--- src/sv/rtpc_pkg.sv ---
// ----------------------------------------------------------------------------
// rtpc_pkg
// Shared types, constants and register indexes for the touch point unit.
// ----------------------------------------------------------------------------
package rtpc_pkg;

  localparam int ADC_BITS = 12;
  localparam logic [15:0] ADC_MAX = 16'((1 << ADC_BITS) - 1);

  localparam logic [1:0] OP_X  = 2'd0;
  localparam logic [1:0] OP_Y  = 2'd1;
  localparam logic [1:0] OP_Z1 = 2'd2;
  localparam logic [1:0] OP_Z2 = 2'd3;

  localparam logic [1:0] ST_STORED = 2'd0;
  localparam logic [1:0] ST_NOISY  = 2'd1;
  localparam logic [1:0] ST_POINT  = 2'd2;

  localparam logic [2:0] REG_PLATE = 3'd0;
  localparam logic [2:0] REG_CXL   = 3'd1;
  localparam logic [2:0] REG_CXH   = 3'd2;
  localparam logic [2:0] REG_CYL   = 3'd3;
  localparam logic [2:0] REG_CYH   = 3'd4;
  localparam logic [2:0] REG_SXM   = 3'd5;
  localparam logic [2:0] REG_SYM   = 3'd6;
  localparam logic [2:0] REG_NOISE = 3'd7;

  typedef struct packed {
    logic [1:0]  op;
    logic [11:0] sample_first;
    logic [11:0] sample_second;
  } in_item_t;

  typedef struct packed {
    logic [1:0]  status;
    logic [11:0] screen_x;
    logic [11:0] screen_y;
    logic [11:0] rotated_x;
    logic [11:0] rotated_y;
    logic [15:0] pressure;
  } out_item_t;

  // classified job handed from front to back
  typedef struct packed {
    logic        point;    // compute a full point
    logic        noisy;
    logic [11:0] z2;
    logic [11:0] z1;
    logic [11:0] xp;
    logic [11:0] yp;
  } job_t;

  typedef struct packed {
    logic [15:0] plate;
    logic [11:0] cxl;
    logic [11:0] cxh;
    logic [11:0] cyl;
    logic [11:0] cyh;
    logic [11:0] sxm;
    logic [11:0] sym;
  } cfg_t;

endpackage

--- src/sv/rtpc_div.sv ---
// ----------------------------------------------------------------------------
// rtpc_div
// Restoring unsigned divider, one quotient bit per cycle, 40-bit operands.
// ----------------------------------------------------------------------------
module rtpc_div import rtpc_pkg::*; (
  input  logic        clk,
  input  logic        rst,
  input  logic        start,
  input  logic [39:0] num,
  input  logic [39:0] den,
  output logic        done,
  output logic [39:0] quo
);

  logic [39:0] rem;
  logic [39:0] dv;
  logic [5:0]  cnt;
  logic        busy;
  logic [40:0] trial;

  assign trial = {rem[39:0], quo[39]} - {1'b0, dv};

  // shift in one numerator bit and subtract when it fits
  always_ff @(posedge clk) begin
    done <= 1'b0;
    if (rst) begin
      busy <= 1'b0;
      cnt  <= '0;
    end else if (start) begin
      busy <= 1'b1;
      cnt  <= 6'd40;
      quo  <= num;
      rem  <= '0;
      dv   <= den;
    end else if (busy) begin
      if (!trial[40]) begin
        rem <= trial[39:0];
        quo <= {quo[38:0], 1'b1};
      end else begin
        rem <= {rem[38:0], quo[39]};
        quo <= {quo[38:0], 1'b0};
      end
      cnt <= cnt - 6'd1;
      if (cnt == 6'd1) begin
        busy <= 1'b0;
        done <= 1'b1;
      end
    end
  end

endmodule

--- src/sv/rtpc_front.sv ---
// ----------------------------------------------------------------------------
// rtpc_front
// Noise check, channel averaging and job queue toward the back end.
// ----------------------------------------------------------------------------
module rtpc_front import rtpc_pkg::*; (
  input  logic        clk,
  input  logic        rst,
  input  logic        in_valid,
  output logic        in_stall,
  input  in_item_t    in_data,
  input  logic [11:0] noise_limit,
  output logic        job_valid,
  input  logic        job_take,
  output job_t        job
);

  logic [11:0] x_avg, y_avg, z1_avg;
  logic [11:0] diff;
  logic [12:0] sum;
  logic [11:0] avg;
  logic        acc;
  job_t        q [2];
  logic        wp, rp;
  logic [1:0]  cnt;
  job_t        newjob;

  assign diff = (in_data.sample_first > in_data.sample_second) ?
                in_data.sample_first - in_data.sample_second :
                in_data.sample_second - in_data.sample_first;
  assign sum = {1'b0, in_data.sample_first} + {1'b0, in_data.sample_second};
  assign avg = sum[12:1];
  assign in_stall = (cnt == 2'd2);
  assign acc = in_valid && !in_stall;
  assign job_valid = (cnt != 2'd0);
  assign job = q[rp];

  // classify the beat
  always_comb begin
    newjob.noisy = diff > noise_limit;
    newjob.point = !newjob.noisy && (in_data.op == OP_Z2);
    newjob.z2 = avg;
    newjob.z1 = z1_avg;
    newjob.xp = x_avg;
    newjob.yp = y_avg;
  end

  // update channel state and push the job
  always_ff @(posedge clk) begin
    if (rst) begin
      x_avg <= '0; y_avg <= '0; z1_avg <= '0;
      wp <= 1'b0; rp <= 1'b0; cnt <= '0;
    end else begin
      if (acc) begin
        q[wp] <= newjob;
        wp <= ~wp;
        if (!newjob.noisy) begin
          case (in_data.op)
            OP_X:    x_avg <= avg;
            OP_Y:    y_avg <= avg;
            OP_Z1:   z1_avg <= avg;
            default: ;
          endcase
        end
      end
      if (job_take) rp <= ~rp;
      cnt <= cnt + {1'b0, acc} - {1'b0, job_take};
    end
  end

endmodule

--- src/sv/rtpc_back.sv ---
// ----------------------------------------------------------------------------
// rtpc_back
// Point sequencer: pressure and two calibration maps through one divider.
// ----------------------------------------------------------------------------
module rtpc_back import rtpc_pkg::*; (
  input  logic      clk,
  input  logic      rst,
  input  logic      job_valid,
  output logic      job_take,
  input  job_t      job,
  input  cfg_t      cfg,
  output logic      out_valid,
  input  logic      out_stall,
  output out_item_t out_data
);

  typedef enum logic [6:0] {
    S_IDLE = 7'b0000001, S_PM1 = 7'b0000010, S_PM2 = 7'b0000100,
    S_PDIV = 7'b0001000, S_XDIV = 7'b0010000, S_YDIV = 7'b0100000,
    S_OUT  = 7'b1000000
  } state_t;

  state_t             state;
  job_t               j;
  logic [23:0]        prod;
  logic [39:0]        pnum;
  logic [39:0]        dnum, dden, quo;
  logic               dstart, ddone;
  logic [15:0]        ry;
  logic               pspecial;
  logic               use_pdiv;
  logic [15:0]        psimple, pres;
  logic signed [17:0] xs, ys, xr, yr;
  logic [17:0]        xmag, ymag, xsmag, ysmag;
  logic [29:0]        xnum, ynum;
  out_item_t          short_res;
  out_item_t          point_head;

  rtpc_div u_div (.clk(clk), .rst(rst), .start(dstart), .num(dnum), .den(dden),
                  .done(ddone), .quo(quo));

  assign ry = ADC_MAX - {4'd0, j.xp};
  assign psimple = ADC_MAX - ({4'd0, j.z2} - {4'd0, j.z1});
  assign job_take = (state == S_IDLE) && job_valid && !(out_valid && out_stall);
  assign pspecial = (j.z1 == 12'd0) && ({4'd0, j.z2} == ADC_MAX);
  assign use_pdiv = !pspecial && (cfg.plate != 16'd0) && (j.z1 != 12'd0) &&
                    (j.z2 > j.z1);
  assign pnum = prod * cfg.plate;

  // signed span helpers for the calibration map
  assign xs = $signed({6'd0, cfg.cxh}) - $signed({6'd0, cfg.cxl});
  assign ys = $signed({6'd0, cfg.cyh}) - $signed({6'd0, cfg.cyl});
  assign xr = $signed({6'd0, j.yp}) - $signed({6'd0, cfg.cxl});
  assign yr = $signed({2'd0, ry}) - $signed({6'd0, cfg.cyl});

  // magnitudes feed the unsigned divider, signs are settled afterwards
  assign xmag  = $unsigned(xr[17] ? -xr : xr);
  assign ymag  = $unsigned(yr[17] ? -yr : yr);
  assign xsmag = $unsigned(xs[17] ? -xs : xs);
  assign ysmag = $unsigned(ys[17] ? -ys : ys);
  assign xnum  = xmag * cfg.sxm;
  assign ynum  = ymag * cfg.sym;

  // build the fixed parts of the result beats
  always_comb begin
    short_res = '0;
    short_res.status = job.noisy ? ST_NOISY : ST_STORED;
    point_head = '0;
    point_head.status = ST_POINT;
    point_head.rotated_x = j.yp;
    point_head.rotated_y = ry[11:0];
  end

  function automatic logic [11:0] cmap(input logic signed [17:0] r,
                                       input logic signed [17:0] s,
                                       input logic [39:0] q,
                                       input logic [11:0] top);
    logic neg;
    logic [39:0] mag;
    begin
      neg = (r[17] != s[17]) && (r != 0);
      mag = q;
      if (s == 0 || neg) cmap = 12'd0;
      else if (mag > {28'd0, top}) cmap = top;
      else cmap = mag[11:0];
    end
  endfunction

  // run the point sequence
  always_ff @(posedge clk) begin
    dstart <= 1'b0;
    if (rst) begin
      state <= S_IDLE;
      out_valid <= 1'b0;
    end else begin
      if (out_valid && !out_stall) out_valid <= 1'b0;
      case (state)
        S_IDLE: if (job_take) begin
          j <= job;
          if (job.point) begin
            state <= S_PM1;
          end else begin
            out_data <= short_res;
            out_valid <= 1'b1;
          end
        end
        S_PM1: begin
          prod <= (j.z2 - j.z1) * j.xp;
          state <= S_PM2;
        end
        S_PM2: begin
          out_data <= point_head;
          if (pspecial) pres <= 16'd0;
          else if (cfg.plate == 16'd0) pres <= psimple;
          else pres <= 16'd0;
          dstart <= 1'b1;
          if (use_pdiv) begin
            dnum <= pnum;
            dden <= {28'd0, j.z1} << ADC_BITS;
            state <= S_PDIV;
          end else begin
            dnum <= {10'd0, xnum};
            dden <= {22'd0, xsmag};
            state <= S_XDIV;
          end
        end
        S_PDIV: if (ddone) begin
          pres <= (quo > 40'd65535) ? 16'd65535 : quo[15:0];
          dnum <= {10'd0, xnum};
          dden <= {22'd0, xsmag};
          dstart <= 1'b1;
          state <= S_XDIV;
        end
        S_XDIV: if (ddone) begin
          out_data.screen_x <= cmap(xr, xs, quo, cfg.sxm);
          dnum <= {10'd0, ynum};
          dden <= {22'd0, ysmag};
          dstart <= 1'b1;
          state <= S_YDIV;
        end
        S_YDIV: if (ddone) begin
          out_data.screen_y <= cmap(yr, ys, quo, cfg.sym);
          state <= S_OUT;
        end
        S_OUT: if (!(out_valid && out_stall)) begin
          out_data.pressure <= (pres == 16'hFFFF) ? 16'd0 : pres;
          out_valid <= 1'b1;
          state <= S_IDLE;
        end
        default: state <= S_IDLE;
      endcase
    end
  end

endmodule

--- src/sv/resistive_touch_point_calc_unit.sv ---
// ----------------------------------------------------------------------------
// resistive_touch_point_calc_unit
// Touch screen pair filter, pressure and calibrated point computation.
// ----------------------------------------------------------------------------
// Channel and noisy beats give a result in the cycle after the back end takes
// them from the queue. A clean z2 beat runs the back end's shared bit-serial
// divider up to three times (pressure, screen x, screen y); the pressure
// divide is skipped when it is not needed. A two-entry queue lets the front
// keep accepting beats while a point computes, until the queue is full.
module resistive_touch_point_calc_unit import rtpc_pkg::*; (
  input  logic        clk,
  input  logic        rst,
  input  logic        in_valid,
  output logic        in_stall,
  input  in_item_t    in_data,
  output logic        out_valid,
  input  logic        out_stall,
  output out_item_t   out_data,
  input  logic        cfg_we,
  input  logic [2:0]  cfg_index,
  input  logic [15:0] cfg_data
);

  cfg_t        cfg;
  logic [11:0] noise_limit;
  logic        job_valid, job_take;
  job_t        job;

  // hold the configuration registers
  always_ff @(posedge clk) begin
    if (rst) begin
      cfg.plate <= 16'd0; cfg.cxl <= 12'd0; cfg.cxh <= 12'd4095;
      cfg.cyl <= 12'd0; cfg.cyh <= 12'd4095; cfg.sxm <= 12'd319;
      cfg.sym <= 12'd239; noise_limit <= 12'd8;
    end else if (cfg_we) begin
      case (cfg_index)
        REG_PLATE: cfg.plate <= cfg_data;
        REG_CXL:   cfg.cxl <= cfg_data[11:0];
        REG_CXH:   cfg.cxh <= cfg_data[11:0];
        REG_CYL:   cfg.cyl <= cfg_data[11:0];
        REG_CYH:   cfg.cyh <= cfg_data[11:0];
        REG_SXM:   cfg.sxm <= cfg_data[11:0];
        REG_SYM:   cfg.sym <= cfg_data[11:0];
        REG_NOISE: noise_limit <= cfg_data[11:0];
        default: ;
      endcase
    end
  end

  rtpc_front u_front (.clk(clk), .rst(rst), .in_valid(in_valid), .in_stall(in_stall),
                      .in_data(in_data), .noise_limit(noise_limit),
                      .job_valid(job_valid), .job_take(job_take), .job(job));

  rtpc_back u_back (.clk(clk), .rst(rst), .job_valid(job_valid), .job_take(job_take),
                    .job(job), .cfg(cfg), .out_valid(out_valid),
                    .out_stall(out_stall), .out_data(out_data));

endmodule

--- config.mk ---
export PLATFORM = sky130hd
export DESIGN_NAME = resistive_touch_point_calc_unit
export DESIGN_NICKNAME = d
export VERILOG_FILES = /design/src/sv/rtpc_pkg.sv /design/src/sv/rtpc_div.sv /design/src/sv/rtpc_front.sv /design/src/sv/rtpc_back.sv /design/src/sv/resistive_touch_point_calc_unit.sv
export SDC_FILE = /design/constraint.sdc
export NUM_CORES = 2
export LEC_CHECK = 0
export ABC_CLOCK_PERIOD_IN_PS = 9500
export BUFFER_PORTS_ARGS = -buffer_cell sky130_fd_sc_hd__buf_2
export CAP_MARGIN = 20
export CORE_MARGIN = 4
export CORE_UTILIZATION = 45
export CTS_CLUSTER_DIAMETER = 200
export DETAILED_ROUTE_END_ITERATION = 16
export HOLD_SLACK_MARGIN = 0.05
export PLACE_DENSITY_LB_ADDON = 0.08
export SLEW_MARGIN = 20
export SYNTH_ARGS = -nofsm -noshare
export SYNTH_HDL_FRONTEND = slang
export SYNTH_HIERARCHICAL = 1
export SYNTH_SLANG_ARGS = --single-unit
--- constraint.sdc ---
create_clock -name clk -period 9.5 [get_ports clk]
set_input_delay 1.9 -clock clk [delete_from_list [all_inputs] [get_ports clk]]
set_output_delay 1.9 -clock clk [all_outputs]
set_load 0.005 [all_outputs]
==> results.ini <==
[die]
ios=118
dieWidth_um=380
dieArea_um2=144000
num_rows=136
die_y_um=380
start_util_pct=45.3
fp.coreArea_um2=137000

[clock_network]
htree_levels=3
cts_tree=done
cts.clk_slew.worst_paths_ps=70
numCtsBuffers=71
clk_latency_ps=660
hold_buffers=0
cts.sinks=596
clockBufferDepth=3
root_buffer=clkbuf_16

[global_route]
grt_pass1_vias=46548
grt_pass1_wl_um=290000
track_usage_pct=26.3
grt_max_degree=133
antenna_found_initial=8
grt-ovfl-total=0

[timing]
finalHoldViolations=0
maxSlewViolCount=0
finalCritPeriodShare_pct=94.8
clock_skew_ps=56.4
setup_viol=0
rsz0062_at_grt=no
final.setup.tns_ps=0
worstMarginPinSlew_ps=1140
setup_ws_ps=490
min_period_ps=9010
fmax_mhz=111
maxSlewHeadroom_pct=23.4

[yosys]
ys_warn_count=6
synth.avg_cell_area_um2=9.81
ys_async_sr_fraction_pct=0
ys.flop_type=edfxtp_1
ys_types=106
synth_edf_count=438
synth_seq_cells=596
synth_seq_area_share_pct=26.2
netlist_instances=6345
syn-cell-area_um2=62300

[route]
routed_wl_um=190000
vias=45210
detail-route-antenna-nets=0
avgRoutedWirePerCell_um=22.6
drt_iter0_markers=3318
drtPass1Iterations=5
avgViaCountPerCell=5.40
drc=0

[status]
status=finished clean

[flow_run]
drv_cap=0

[final_layout]
fin_cells=8372
final_util_pct=49.5
area_growth_pct=9.32
fill_cells=12985
final_net_count=7824
drive_above_1_share_pct=8.34

[critical_path]
crit_arrival_ps=9340
end_kind=flip-flop
cp_max_fo=18
cpMostUsedCell=fa_1
crit_path_top_delay_cell=xnor2_1
max_stage_delay_ps=850
required_ps=9830
startpoint_type=flip-flop
reg2reg_slack_ps=490
critical_path_class=reg2reg

[hold_path]
hold_class=reg2reg

[placed_design]
gp_congestion=0.909
preCtsSetupSlack_ps=195
dp_cells=8234
numPortBuffers=117
dpl.hpwl_um=151000

area by class of cell:
class,count,area [um^2],area share [%]
multi-input combinational,4518,41300,60.7
sequential,596,16300,24.0
inverter,1079,4050,5.95
tap,1794,2240,3.30
clock buffer,87,1950,2.86
timing repair buffer,250,1630,2.39
clock inverter,44,572,0.840
antenna,4,10.0,0.0147
registers in the layout, summed over array words and instances, names as in the netlist, 2 cells and up, named ones only:
signal / count
u_back/u_div/rem: 40
u_back/out_data: 66
u_front/cnt: 2
u_front/z1_avg: 12
u_back/u_div/cnt: 6
u_front/y_avg: 12
u_back/j: 48
u_back/pres: 16
u_front/x_avg: 12
u_back/dnum: 40
u_back/u_div/quo: 40
u_back/dden: 24
u_front/q: 100
u_back/prod: 24
u_back/u_div/dv: 40
cfg: 88
noise_limit: 12
u_back/state: 7
through the flow:
step / hold slack [ps] / instance area, um^2
global route: 412 / 68100
detailed placement: 405 / 65500
floorplan: 400 / 62700
finish: 406 / 68100
global placement: 403 / 65500
CTS: 408 / 68000
critical path, delay by kind of cell (launching register included):
family / cells / cell delay (ps)
compound gates: 13 / 3230
xor+xnor: 2 / 1150
fa+ha+maj: 8 / 3020
buf+inv: 5 / 500
flops: 1 / 390
simple gates: 4 / 400
cells by family after synthesis:
kind of cell	Yosys count	share of synthesized area (%)
AOI/OAI and AO/OA	771	8.33
xor gates and xnor gates	241	3.39
adders and majority gates	1258	34.6
buffers and inverters	1341	8.39
DFF	596	26.2
muxes	281	4.70
other	2	0.0121
and+or+nand+nor	1855	14.4
cells in the final DEF (no fill, tap or decap), types with 30 or more instances in the layout:
cell type | netlist | layout
nand3_1 | 57 | 57
xor2_1 | 79 | 78
o21a_1 | 32 | 32
conb_1 | 2 | 112
a31oi_1 | 30 | 30
nand2b_1 | 121 | 121
o21ai_0 | 155 | 155
fa_1 | 775 | 775
mux2i_1 | 188 | 188
xnor2_1 | 162 | 157
buf_4 | 1 | 127
a21oi_1 | 184 | 183
a211oi_1 | 44 | 43
nor3_1 | 68 | 67
nor2b_1 | 34 | 34
buf_2 | 31 | 116
a21o_1 | 82 | 82
dfxtp_1 | 158 | 156
edfxtp_1 | 438 | 438
nand2_1 | 685 | 685
and2_1 | 313 | 313
ha_1 | 483 | 483
clkbuf_16 | 0 | 73
nand4_1 | 30 | 30
inv_1 | 1078 | 1078
mux2_2 | 92 | 92
nor2_1 | 395 | 388
cells in the mapped netlist, drive strengths merged, types with 11 or more instances:
master / count / area, um^2
nor4: 28 / 175
and2: 314 / 1970
nand4: 33 / 225
a21o: 82 / 616
xor2: 79 / 692
xnor2: 162 / 1420
nand3: 58 / 295
o21bai: 24 / 180
or3: 18 / 113
a21boi: 11 / 82.6
nand4b: 11 / 96.3
mux2: 93 / 1050
mux2i: 188 / 1880
o211ai: 21 / 171
nor2: 400 / 1520
clkbuf: 210 / 798
fa: 775 / 15500
a22oi: 19 / 143
inv: 1078 / 4050
o221ai: 12 / 105
a31oi: 31 / 209
a211oi: 53 / 443
dfxtp: 158 / 3160
o21ai: 161 / 813
o22ai: 24 / 150
ha: 483 / 6040
edfxtp: 438 / 13200
o21a: 32 / 240
nor3: 68 / 340
nor2b: 34 / 213
a21oi: 186 / 938
nand2: 685 / 2570
buf: 52 / 374
o31ai: 14 / 146
nand3b: 12 / 90.1
and3: 21 / 133
nand2b: 122 / 766
routing by layer:
layer	share of wire, %	global-route usage (%)	vias up
met4	3.2	7.94	4
met3	6.3	4.25	240
met1	44	36.6	22842
met5	0.010	0	-
li1	-	-	20823
met2	46	42.4	1301
path summary, 6_finish.rpt:
kind,from,endpoint,cells after the start
worst max-delay path,u_back/j[12]$_DFFE_PP_,u_back/dnum[17]$_DFFE_PP_,32
worst max register to register,u_back/j[12]$_DFFE_PP_,u_back/dnum[17]$_DFFE_PP_,32
worst min register to register,u_back/dden[21]$_SDFFCE_PP0P_,u_back/u_div/dv[21]$_DFFE_PP_,0
worst min-delay path,u_back/dden[21]$_SDFFCE_PP0P_,u_back/u_div/dv[21]$_DFFE_PP_,0
what timing repair did:
action	CTS	global route
resized for setup	0	6
setup buffers	0	0
setup endpoints to repair	0	9
Power is not shown: default switching activity piles up to over one toggle a cycle in this logic, so the estimate is an artifact.
